===== src/rtl/sequential_servo_pulse_generator_assert.svh =====
// Assertion helpers for the servo pulse generator.
// Every check is clocked on clk_i and held off while rst_ni is low.
`ifndef SEQUENTIAL_SERVO_PULSE_GENERATOR_ASSERT_SVH
`define SEQUENTIAL_SERVO_PULSE_GENERATOR_ASSERT_SVH

// Check a property on every rising edge outside reset
`define SSP_ASSERT(label, prop, msg) \
  label: assert property (@(posedge clk_i) disable iff (!rst_ni) (prop)) else $error(msg);

// Check that a condition never holds outside reset
`define SSP_NEVER(label, cond, msg) \
  `SSP_ASSERT(label, !(cond), msg)

`endif


===== src/rtl/ssp_pkg.sv =====
package ssp_pkg;

  // Fixed field widths
  localparam int NUM_ANGLE_REGS = 6;
  localparam int NUM_OUT        = 6;
  localparam int ANGLE_W        = 8;
  localparam int WIDTH_W        = 12;
  localparam int TIME_W         = 16;
  localparam int SLOT_OUT_W     = 3;
  localparam int CFG_IDX_W      = 3;
  localparam int CFG_DATA_W     = 16;

  // Register indexes
  localparam logic [CFG_IDX_W-1:0] REG_ANGLE0 = 3'd0;
  localparam logic [CFG_IDX_W-1:0] REG_ANGLE5 = 3'd5;
  localparam logic [CFG_IDX_W-1:0] REG_ENABLE = 3'd6;
  localparam logic [CFG_IDX_W-1:0] REG_PERIOD = 3'd7;

  // Pulse width arithmetic: 100*angle/9 + 500
  localparam logic [6:0]         ANGLE_SCALE   = 7'd100;
  localparam logic [12:0]        RECIP_9       = 13'd7282;  // ceil(2^16 / 9)
  localparam logic [WIDTH_W-1:0] PULSE_BASE    = 12'd500;
  localparam logic [TIME_W-1:0]  PERIOD_RESET  = 16'd20000;

  typedef struct packed {
    logic [NUM_ANGLE_REGS-1:0][WIDTH_W-1:0] width;
    logic [NUM_OUT-1:0]                     enable;
    logic [TIME_W-1:0]                      period;
  } cfg_t;

  typedef struct packed {
    logic [NUM_OUT-1:0]    pulse;
    logic [SLOT_OUT_W-1:0] slot;
    logic                  frame_start;
  } res_t;

  // Divide by 9 through a reciprocal multiply; exact for products up to 25500
  function automatic logic [WIDTH_W-1:0] pulse_width(input logic [ANGLE_W-1:0] angle);
    logic [14:0] scaled;
    logic [27:0] prod;
    scaled = 15'(angle) * 15'(ANGLE_SCALE);
    prod   = 28'(scaled) * 28'(RECIP_9);
    return prod[27:16] + PULSE_BASE;
  endfunction

endpackage


===== src/rtl/ssp_cfg_regs.sv =====
module ssp_cfg_regs (
  input  logic                           clk_i,
  input  logic                           rst_ni,
  input  logic                           cfg_we_i,
  input  logic [ssp_pkg::CFG_IDX_W-1:0]  cfg_idx_i,
  input  logic [ssp_pkg::CFG_DATA_W-1:0] cfg_wdata_i,
  output ssp_pkg::cfg_t                  cfg_o
);
  import ssp_pkg::*;

  cfg_t cfg_q;

  // Store pulse widths already converted from angles
  always_ff @(posedge clk_i or negedge rst_ni) begin
    if (!rst_ni) begin
      for (int i = 0; i < NUM_ANGLE_REGS; i++) begin
        cfg_q.width[i] <= PULSE_BASE;
      end
      cfg_q.enable <= '0;
      cfg_q.period <= PERIOD_RESET;
    end else if (cfg_we_i) begin
      if (cfg_idx_i inside {[REG_ANGLE0:REG_ANGLE5]}) begin
        cfg_q.width[cfg_idx_i] <= pulse_width(cfg_wdata_i[ANGLE_W-1:0]);
      end else begin
        case (cfg_idx_i)
          REG_ENABLE: cfg_q.enable <= cfg_wdata_i[NUM_OUT-1:0];
          REG_PERIOD: cfg_q.period <= cfg_wdata_i[TIME_W-1:0];
          default: ;
        endcase
      end
    end
  end

  assign cfg_o = cfg_q;

endmodule


===== src/rtl/ssp_slot_seq.sv =====
module ssp_slot_seq #(
  parameter int CHANNELS = 6
) (
  input  logic          clk_i,
  input  logic          rst_ni,
  input  logic          step_en_i,
  input  logic          tick_i,
  input  ssp_pkg::cfg_t cfg_i,
  output ssp_pkg::res_t res_o
);
  import ssp_pkg::*;

  localparam int SLOT_W = $clog2(CHANNELS + 1);
  localparam logic [SLOT_W-1:0] SLOT_IDLE = SLOT_W'(CHANNELS);
  localparam logic [SLOT_W-1:0] SLOT_LAST = SLOT_W'(CHANNELS - 1);

  logic [SLOT_W-1:0]  slot_q, slot_d;
  logic [TIME_W-1:0]  cd_q, cd_d;
  logic [TIME_W-1:0]  rem_q, rem_d;
  logic [NUM_OUT-1:0] lvl_q, lvl_d;
  logic               first_q, first_d;

  logic [SLOT_W-1:0]  slot_nxt;
  logic [WIDTH_W-1:0] cur_w, nxt_w;
  logic [TIME_W-1:0]  rem_sat, cd_a;
  logic [3:0]         slot_ext;
  logic               first_a, restart;
  logic               idle_wrap;

  // Width of a channel slot; channels without an angle register use angle 0
  function automatic logic [WIDTH_W-1:0] width_sel(input cfg_t cfg,
                                                   input logic [SLOT_W-1:0] s);
    logic [3:0] s4;
    s4 = 4'(s);
    if (s4 < 4'(NUM_ANGLE_REGS)) return cfg.width[s4[2:0]];
    return PULSE_BASE;
  endfunction

  assign slot_nxt = slot_q + 1'b1;
  assign cur_w    = width_sel(cfg_i, slot_q);
  assign nxt_w    = width_sel(cfg_i, slot_nxt);
  assign rem_sat  = (rem_q > TIME_W'(cur_w)) ? rem_q - TIME_W'(cur_w) : '0;

  // Advance the slot when the countdown has run out, then spend the tick
  always_comb begin
    slot_d  = slot_q;
    rem_d   = rem_q;
    cd_a    = cd_q;
    first_a = first_q;
    restart = 1'b0;
    if (cd_q == '0) begin
      if (slot_q == SLOT_IDLE) begin
        restart = 1'b1;
      end else if (slot_q == SLOT_LAST) begin
        if (rem_sat == '0) begin
          restart = 1'b1;
        end else begin
          slot_d = SLOT_IDLE;
          rem_d  = rem_sat;
          cd_a   = rem_sat;
        end
      end else begin
        slot_d = slot_nxt;
        rem_d  = rem_sat;
        cd_a   = TIME_W'(nxt_w);
      end
    end
    if (restart) begin
      slot_d  = '0;
      rem_d   = cfg_i.period;
      cd_a    = TIME_W'(cfg_i.width[0]);
      first_a = 1'b1;
    end
    cd_d     = (cd_a != '0) ? cd_a - 1'b1 : '0;
    first_d  = 1'b0;
    slot_ext = 4'(slot_d);
    lvl_d    = '0;
    if (slot_ext < 4'(NUM_OUT) && slot_d < SLOT_IDLE && cfg_i.enable[slot_ext[2:0]]) begin
      lvl_d = {{(NUM_OUT-1){1'b0}}, 1'b1} << slot_ext[2:0];
    end
  end

  // Update state only on an accepted tick request
  always_ff @(posedge clk_i or negedge rst_ni) begin
    if (!rst_ni) begin
      slot_q  <= '0;
      cd_q    <= TIME_W'(PULSE_BASE);
      rem_q   <= PERIOD_RESET;
      lvl_q   <= '0;
      first_q <= 1'b1;
    end else if (step_en_i && tick_i) begin
      slot_q  <= slot_d;
      cd_q    <= cd_d;
      rem_q   <= rem_d;
      lvl_q   <= lvl_d;
      first_q <= first_d;
    end
  end

  // Build the result; a hold request repeats the current levels and slot
  always_comb begin
    if (tick_i) begin
      res_o.pulse       = lvl_d;
      res_o.slot        = SLOT_OUT_W'(slot_d);
      res_o.frame_start = first_a;
    end else begin
      res_o.pulse       = lvl_q;
      res_o.slot        = SLOT_OUT_W'(slot_q);
      res_o.frame_start = 1'b0;
    end
  end

  // Flag a tick that closes the idle slot
  assign idle_wrap = step_en_i && tick_i && cd_q == '0 && slot_q == SLOT_IDLE;

  `include "sequential_servo_pulse_generator_assert.svh"

  `SSP_ASSERT(a_lvl_onehot, $onehot0(lvl_q), "more than one servo output high")
  `SSP_NEVER(a_slot_range, slot_q > SLOT_IDLE, "slot beyond idle slot")
  `SSP_ASSERT(a_restart_period, idle_wrap |=> slot_q == '0 && rem_q == $past(cfg_i.period), "frame restart did not load the period")

endmodule


===== src/rtl/ssp_out_skid.sv =====
module ssp_out_skid (
  input  logic          clk_i,
  input  logic          rst_ni,
  input  logic          in_valid_i,
  input  ssp_pkg::res_t res_i,
  output logic          in_stall_o,
  output logic          out_valid_o,
  input  logic          out_stall_i,
  output ssp_pkg::res_t res_o
);
  import ssp_pkg::*;

  logic out_valid_q, skid_valid_q;
  res_t out_res_q, skid_res_q;
  logic out_held, accept;

  assign out_held   = out_valid_q && out_stall_i;
  assign in_stall_o = skid_valid_q;
  assign accept     = in_valid_i && !skid_valid_q;

  // Hold control: park a request in the skid stage while the output waits
  always_ff @(posedge clk_i or negedge rst_ni) begin
    if (!rst_ni) begin
      out_valid_q  <= 1'b0;
      skid_valid_q <= 1'b0;
    end else if (out_held) begin
      if (accept) skid_valid_q <= 1'b1;
    end else if (skid_valid_q) begin
      out_valid_q  <= 1'b1;
      skid_valid_q <= 1'b0;
    end else begin
      out_valid_q <= accept;
    end
  end

  // Move payload alongside the control
  always_ff @(posedge clk_i) begin
    if (out_held) begin
      if (accept) skid_res_q <= res_i;
    end else if (skid_valid_q) begin
      out_res_q <= skid_res_q;
    end else if (accept) begin
      out_res_q <= res_i;
    end
  end

  assign out_valid_o = out_valid_q;
  assign res_o       = out_res_q;

  `include "sequential_servo_pulse_generator_assert.svh"

  `SSP_ASSERT(a_skid_needs_out, skid_valid_q |-> out_valid_q, "skid full with output empty")
  `SSP_ASSERT(a_skid_fill, accept && out_held |=> skid_valid_q, "request lost while output held")
  `SSP_ASSERT(a_skid_drain, skid_valid_q && !out_stall_i |=> out_valid_q && !skid_valid_q, "skid did not drain")

endmodule


===== src/rtl/sequential_servo_pulse_generator.sv =====
// Multiplexed servo pulse generator.
// Input channel (in_valid_i / in_stall_o): one request per microsecond
// tick; tick_i = 1 advances time by one microsecond, 0 only samples the
// current levels. Every accepted request yields exactly one result on the
// output channel (out_valid_o / out_stall_i): pulse_outputs_o, slot_index_o
// and frame_start_o. Slots 0..CHANNELS-1 drive servo k high for
// 100*angle/9+500 us when enabled; slot CHANNELS fills out the frame.
// Configuration writes (cfg_we_i, cfg_idx_i, cfg_wdata_i) take effect at
// the write edge; angles are converted to widths there.
// Throughput: one request per cycle while in_stall_o is low; the slot
// step is one countdown and one subtract between the state registers and
// the output register. Receiver stall: results queue in the output
// register plus one skid entry; in_stall_o rises only when both are
// full. Reset: angles 0, all channels disabled, period 20000 us, slot 0,
// and the next tick opens a frame. No clearing pass is needed.
module sequential_servo_pulse_generator #(
  parameter int CHANNELS = 6
) (
  input  logic                           clk_i,
  input  logic                           rst_ni,
  input  logic                           cfg_we_i,
  input  logic [ssp_pkg::CFG_IDX_W-1:0]  cfg_idx_i,
  input  logic [ssp_pkg::CFG_DATA_W-1:0] cfg_wdata_i,
  input  logic                           in_valid_i,
  output logic                           in_stall_o,
  input  logic                           tick_i,
  output logic                           out_valid_o,
  input  logic                           out_stall_i,
  output logic [ssp_pkg::NUM_OUT-1:0]    pulse_outputs_o,
  output logic [ssp_pkg::SLOT_OUT_W-1:0] slot_index_o,
  output logic                           frame_start_o
);
  import ssp_pkg::*;

  cfg_t cfg;
  res_t step_res, out_res;
  logic step_en;

  assign step_en = in_valid_i && !in_stall_o;

  ssp_cfg_regs u_cfg (
    .clk_i       (clk_i),
    .rst_ni      (rst_ni),
    .cfg_we_i    (cfg_we_i),
    .cfg_idx_i   (cfg_idx_i),
    .cfg_wdata_i (cfg_wdata_i),
    .cfg_o       (cfg)
  );

  ssp_slot_seq #(
    .CHANNELS (CHANNELS)
  ) u_seq (
    .clk_i     (clk_i),
    .rst_ni    (rst_ni),
    .step_en_i (step_en),
    .tick_i    (tick_i),
    .cfg_i     (cfg),
    .res_o     (step_res)
  );

  ssp_out_skid u_out (
    .clk_i       (clk_i),
    .rst_ni      (rst_ni),
    .in_valid_i  (in_valid_i),
    .res_i       (step_res),
    .in_stall_o  (in_stall_o),
    .out_valid_o (out_valid_o),
    .out_stall_i (out_stall_i),
    .res_o       (out_res)
  );

  assign pulse_outputs_o = out_res.pulse;
  assign slot_index_o    = out_res.slot;
  assign frame_start_o   = out_res.frame_start;

endmodule

===== config.mk =====
export PLATFORM = sky130hd
export DESIGN_NAME = sequential_servo_pulse_generator
export DESIGN_NICKNAME = d
export VERILOG_FILES = /design/src/rtl/ssp_pkg.sv /design/src/rtl/ssp_cfg_regs.sv /design/src/rtl/ssp_slot_seq.sv /design/src/rtl/ssp_out_skid.sv /design/src/rtl/sequential_servo_pulse_generator.sv
export VERILOG_INCLUDE_DIRS = /design/src /design/src/rtl
export SDC_FILE = /design/constraint.sdc
export NUM_CORES = 1
export LEC_CHECK = 0
export BUFFER_PORTS_ARGS = -buffer_cell sky130_fd_sc_hd__buf_4
export CORE_UTILIZATION = 23
export DETAILED_ROUTE_END_ITERATION = 10
export GPL_TIMING_DRIVEN = 1
export PLACE_DENSITY = 0.45
export REMOVE_ABC_BUFFERS = 1
export SYNTH_ARGS = -nofsm -noshare
export SYNTH_HDL_FRONTEND = slang
export SYNTH_SLANG_ARGS = --single-unit

===== constraint.sdc =====
create_clock -name clk_i -period 8.46 [get_ports clk_i]
set_clock_uncertainty 0.1 [all_clocks]
set_input_delay 0.423 -clock clk_i [delete_from_list [all_inputs] [get_ports clk_i]]
set_output_delay 0.423 -clock clk_i [all_outputs]
set_load 0.1 [all_outputs]

# Yosys cells after proc, flatten, opt, wreduce, memory -nomap -nowiden
# Index checks and enable logic that the tools add are counted.
# word_totals
reg_bits,158
output_inout_bits,12
wordCells,112
# classes
add_sub_neg,4
mul,2
magnitude_cmp,12
n_eq_ne,7
shift,1
n_mux,44
bitwise,2
reduce_logical,19
# op_table
op,n
$mux W16,12
$mux W12,7
$bmux W12 S3,2
$bwmux W72,1
$demux W12 S3,1
$logic_not A16 Y1,2
$mux W10,3
$mul A13 B12 Y25 const B,1
$gt A16 B12 Y1,1
$lt A3 B4 Y1 const B,4
$reduce_bool A16 Y1,1
$sub A16 B1 Y16 const B,1
$sub A16 B12 Y16,1
$mux W3,5
$mul A8 B5 Y13 const B,1
$add A12 B9 Y12 const B,1
$eq A3 B3 Y1 const B,4
$lt A3 B3 Y1 const B,4
$mux W1,11
$logic_and A1 B1 Y1,7
$ge A3 B1 Y1 const B,2
$mux W6,1
$reduce_and A2 Y1,3
$reduce_and A3 Y1,2
11 further kinds,13

# Depth between registers and ports, before layout
# depth
depth_word,19
ltp_mapped,33
mapped_depth_nobuf,33

# Modules after synthesis
# A second synthesis with hierarchy kept.
# hier_totals
cells_unflattened,1314
area_unflattened_um2,12808.5
# modules_own_cells
mod,n_inst,cells_each,area_per_inst_um2
ssp_cfg_regs,1,658,6767.7
ssp_slot_seq,1,618,5192.5
ssp_out_skid,1,37,834.6
sequential_servo_pulse_generator,1,1,13.8

# Least setup slack after synthesis
# No wires, ideal clock.
# synth_path
path_type,input -> register
from,input port cfg_wdata_i[2] in the netlist's numbering
to,"register u_cfg.cfg_q, in the netlist u_cfg.cfg_o[30]"
arrival_ns,7.861
t_required_ns,8.267
slack_ns,0.406
cell_stages,29
path_buffers,0
cell_sequence,ha_1 -> ha_1 -> fa_1 -> ha_1 -> a21o_1 -> a21oi_1 -> xnor2_1 -> inv_1 -> fa_1 -> inv_1 -> ha_1 -> ha_1 -> fa_1 -> inv_1 -> fa_1 -> inv_1 -> ha_1 -> a21o_1 -> a21oi_1 -> o211ai_1 -> a41oi_1 -> o21ai_0 -> a2111oi_0 -> nand2b_1 -> nor3_1 -> a211oi_1 -> o21ai_0 -> xnor2_1 -> o21ai_0
# synth_between
elab_chain_len,4
# synth_lines
element,line,rtl
start: declaration,sequential_servo_pulse_generator.sv:23,"input logic [ssp_pkg::CFG_DATA_W-1:0] cfg_wdata_i,"
$mul A8 B5 Y13,ssp_pkg.sv:41,scaled = 15'(angle) * 15'(ANGLE_SCALE);
$mul A13 B12 Y25,ssp_pkg.sv:42,prod = 28'(scaled) * 28'(RECIP_9);
$add A12 B9 Y12,ssp_pkg.sv:43,return prod[27:16] + PULSE_BASE;
$bwmux W72,ssp_cfg_regs.sv:23,cfg_q.width[cfg_idx_i] <= pulse_width(cfg_wdata_i[ANGLE_W-1:0]);
end: declaration,ssp_cfg_regs.sv:11,cfg_t cfg_q;
# No other way between the ends.
# A chain may end at the register's enable or synchronous reset.

# Worst setup path in the final report
# layout_path
from,input port cfg_wdata_i[2] in the netlist's numbering
to,"register u_cfg.cfg_q, in the netlist u_cfg.cfg_o[80]"
# The elaborated chain is that of the path after synthesis.

==> impl_metrics.csv <==
group,metric,value,unit
run_status,outcome,"finished with violations",
run_status,violations,"DRC",
clock_tree,postCtsSetupRepairBufs,0,
synth,synthesis.instances,1272,
clock_tree,cts.sinks,158,
synth,synth_top_area_share,17.3,%
placed_design,portBuffers,36,
clock_tree,root_buffer,"clkbuf_16",
clock_tree,htreeDepth,4,
routing,wirelength,34.3,mm
synth,synth_area,12300,um2
sta,worst_pin_slew,1.11,ns
synth,ys_async_sr_fraction,87.3,%
finish,n_antenna_cell,0,
finish,syn_to_final_growth,13.5,%
global_route,grt_max_degree,73,
synth,yosysWarningCount,0,
global_route,grt_pass1_vias,9492,
synth,ys_types,76,
min_path,min_path_cells,3,
finish,final_nets,1470,
clock_tree,clk_latency,0.45,ns
placed_design,place_ws,0.198,ns
finish,final_util,26.5,%
setup_path,crit_slowest_cell,"fa_1",
setup_path,reg2reg_depth,22,
setup_path,crit_type,"primary input to register",
routing,drtIter0Drc,519,
routing,via_per_inst,4.73,
routing,drc,8,
global_route,overflow,0,
clock_tree,clkSlewWorstSetupHoldPaths,0.07,ns
floorplanning,ios,37,
finish,drive_gt1_share,18.1,%
job,maxCapViolations,0,
floorplanning,num_rows,84,
sta,fmax,129,MHz
routing,avgRoutedWirePerCell,17.2,um
floorplanning,core-area,52800,um2
sta,fin_crit_sh,91.9,%
clock_tree,clk_path_buf_depth,2,
routing,vias,9440,
setup_path,crit_required,8.65,ns
placed_design,gp_congestion,0.874,
floorplanning,dieWidth,234,um
min_path,hp-class,"primary input to register",
sta,relSlewSlack,26.1,%
synth,synthTopCellsByArea,"dfrtp_1 (17%), ha_1 (12%), dfstp_2 (11%), fa_1 (5.2%), o21ai_0 (4.9%)",
sta,tns,0,ns
sta,layout_setup_ws,0.686,ns
setup_path,critPathMaxStageDelay,0.54,ns
synth,synth_commonest_cells,"nand2_1 (150), o21ai_0 (121), ha_1 (120), dfrtp_1 (85), inv_1 (78)",
synth,synth_largest_area_cell,"dfrtp_1",
synth,ys_seq_area_share,33.4,%
setup_path,ff2ff_setup_slack,1.48,ns
setup_path,crit_top_cell,"ha_1",
sta,min_period,7.77,ns
synth,synthFlopType,"dfrtp_1",
sta,grt_setup_unrepaired,"false",
floorplanning,die_area,54500,um2
floorplanning,start_util,23.4,%
min_path,min_from,"in_valid_i",
clock_tree,cts_tree,"done",
setup_path,cp-start-kind,"primary input",
min_path,min_to,"u_out.out_valid_o",
global_route,grt_antenna_before_repair,0,
clock_tree,cts_inserted_buffers,17,
sta,final_hold_viol_count,0,
routing,ant_nets,0,
synth,syn_area_per_cell,9.69,um2
sta,drv_slew,0,
setup_path,r2r-start,"u_seq.slot_q[2]",
global_route,grt_usage,13.2,%
placed_design,dp_hpwl,26.2,mm
synth,yosysMostFrequentCell,"nand2_1",
routing,first_pass_iters,8,
global_route,grt_pass1_wl,55.4,mm
floorplanning,fp.dieH,234,um
setup_path,worstPathMaxFanout,6,
sta,finalSetupViolCount,0,
setup_path,cp-end-kind,"register",
synth,synth_edf_count,20,
synth,ys_seq_elements,158,
setup_path,worst-endpoint-arrival,7.97,ns
setup_path,regToRegEndpoint,"u_seq.cd_q[8]",
layout by cell type (no fill, tap or decap), drive strengths merged, types with 10 or more instances in the layout:
master / synthesis / layout
a211oi: 13 / 13
a21o: 24 / 24
a21oi: 47 / 47
a31oi: 12 / 12
and2: 12 / 12
and3: 13 / 13
buf: 17 / 63
clkbuf: 45 / 18
dfrtp: 85 / 85
dfstp: 53 / 53
edfxtp: 20 / 20
fa: 32 / 32
ha: 120 / 120
inv: 78 / 86
mux2: 46 / 46
mux2i: 22 / 22
mux4: 24 / 24
nand2: 150 / 150
nand3: 27 / 27
nand4: 10 / 10
nor2: 75 / 75
nor3: 24 / 24
nor4: 10 / 10
o21ai: 123 / 123
o31ai: 12 / 12
xnor2: 31 / 31
xor2: 26 / 26
layer usage:
metal | track usage, % | wire [um] | up-vias
met3 | 1.90 | 1020 | 28
met5 | 0 | 0 | -
met1 | 18.2 | 16900 | 4648
met2 | 21.2 | 15800 | 138
met4 | 3.67 | 584 | 0
li1 | - | - | 4626
stage by stage:
stage          std cells  hold WS, ns  cell area (um2)
2_1_floorplan       1210       0.0274            12100
3_3_place_gp        1961        0.356            13400
3_5_place_dp        1961        0.363            13400
4_1_cts             1994       0.0787            14000
5_1_grt             1994       0.0909            14000
6_report            1994        0.105            14000
sequential cells by signal, indices dropped and copies added, names as in the netlist:
name and flops:
u_out.res_o 10, u_seq.rem_q 16, u_out.skid_res_q 10, u_out.in_stall_o 1, u_cfg.cfg_o 94, u_seq.lvl_q 6
u_out.out_valid_o 1, u_seq.cd_q 16, u_seq.slot_q 3, u_seq.first_q 1
kinds of logic after synthesis:
| logic type | after synthesis | share of synthesized area [%] |
|---|---|---|
| fa+ha+maj | 152 | 17.4 |
| compound gates | 314 | 16.5 |
| simple gates | 359 | 13.6 |
| flops | 158 | 33.4 |
| mux | 92 | 10.4 |
| buf+inv | 140 | 4.60 |
| xor+xnor | 57 | 4.05 |
repair_timing:
action / 4_1_cts / 5_1_grt
endpoints found under the hold margin: 43 / 0
hold buffers: 1 / 0
resized for setup: 0 / 0
worst max path at each step:
stage                               from         endpoint  slack, ns  depth (start not counted)
after floorplan           cfg_wdata_i[2]  u_cfg.cfg_o[90]       0.40                         29
after global placement    cfg_wdata_i[2]  u_cfg.cfg_o[90]       0.25                         31
after detailed placement  cfg_wdata_i[2]  u_cfg.cfg_o[80]       0.20                         31
after CTS                 cfg_wdata_i[2]  u_cfg.cfg_o[30]       0.67                         31
after global routing      cfg_wdata_i[2]  u_cfg.cfg_o[92]       0.09                         32
final                     cfg_wdata_i[2]  u_cfg.cfg_o[80]       0.69                         32
area by class of cell:
class | instances | area (um2)
clock buffers | 18 | 439
clock inverters | 14 | 148
fillers | 5656 | 38800
inverters | 78 | 293
multi-input cells | 974 | 7640
flip-flops and latches | 158 | 4120
well taps | 688 | 861
repair buffers | 64 | 487
critical path: cells and delay by family:
kind | cells | cell delay [ns]
AO/OA/AOI/OAI | 9 | 1.70
XOR/XNOR | 2 | 0.65
adder cells (fa/ha/maj) | 10 | 3.89
buffers and inverters | 7 | 0.78
AND/OR/NAND/NOR | 4 | 0.52
Power is not shown: default switching activity piles up to over one toggle a cycle in this logic, so the estimate is an artifact.
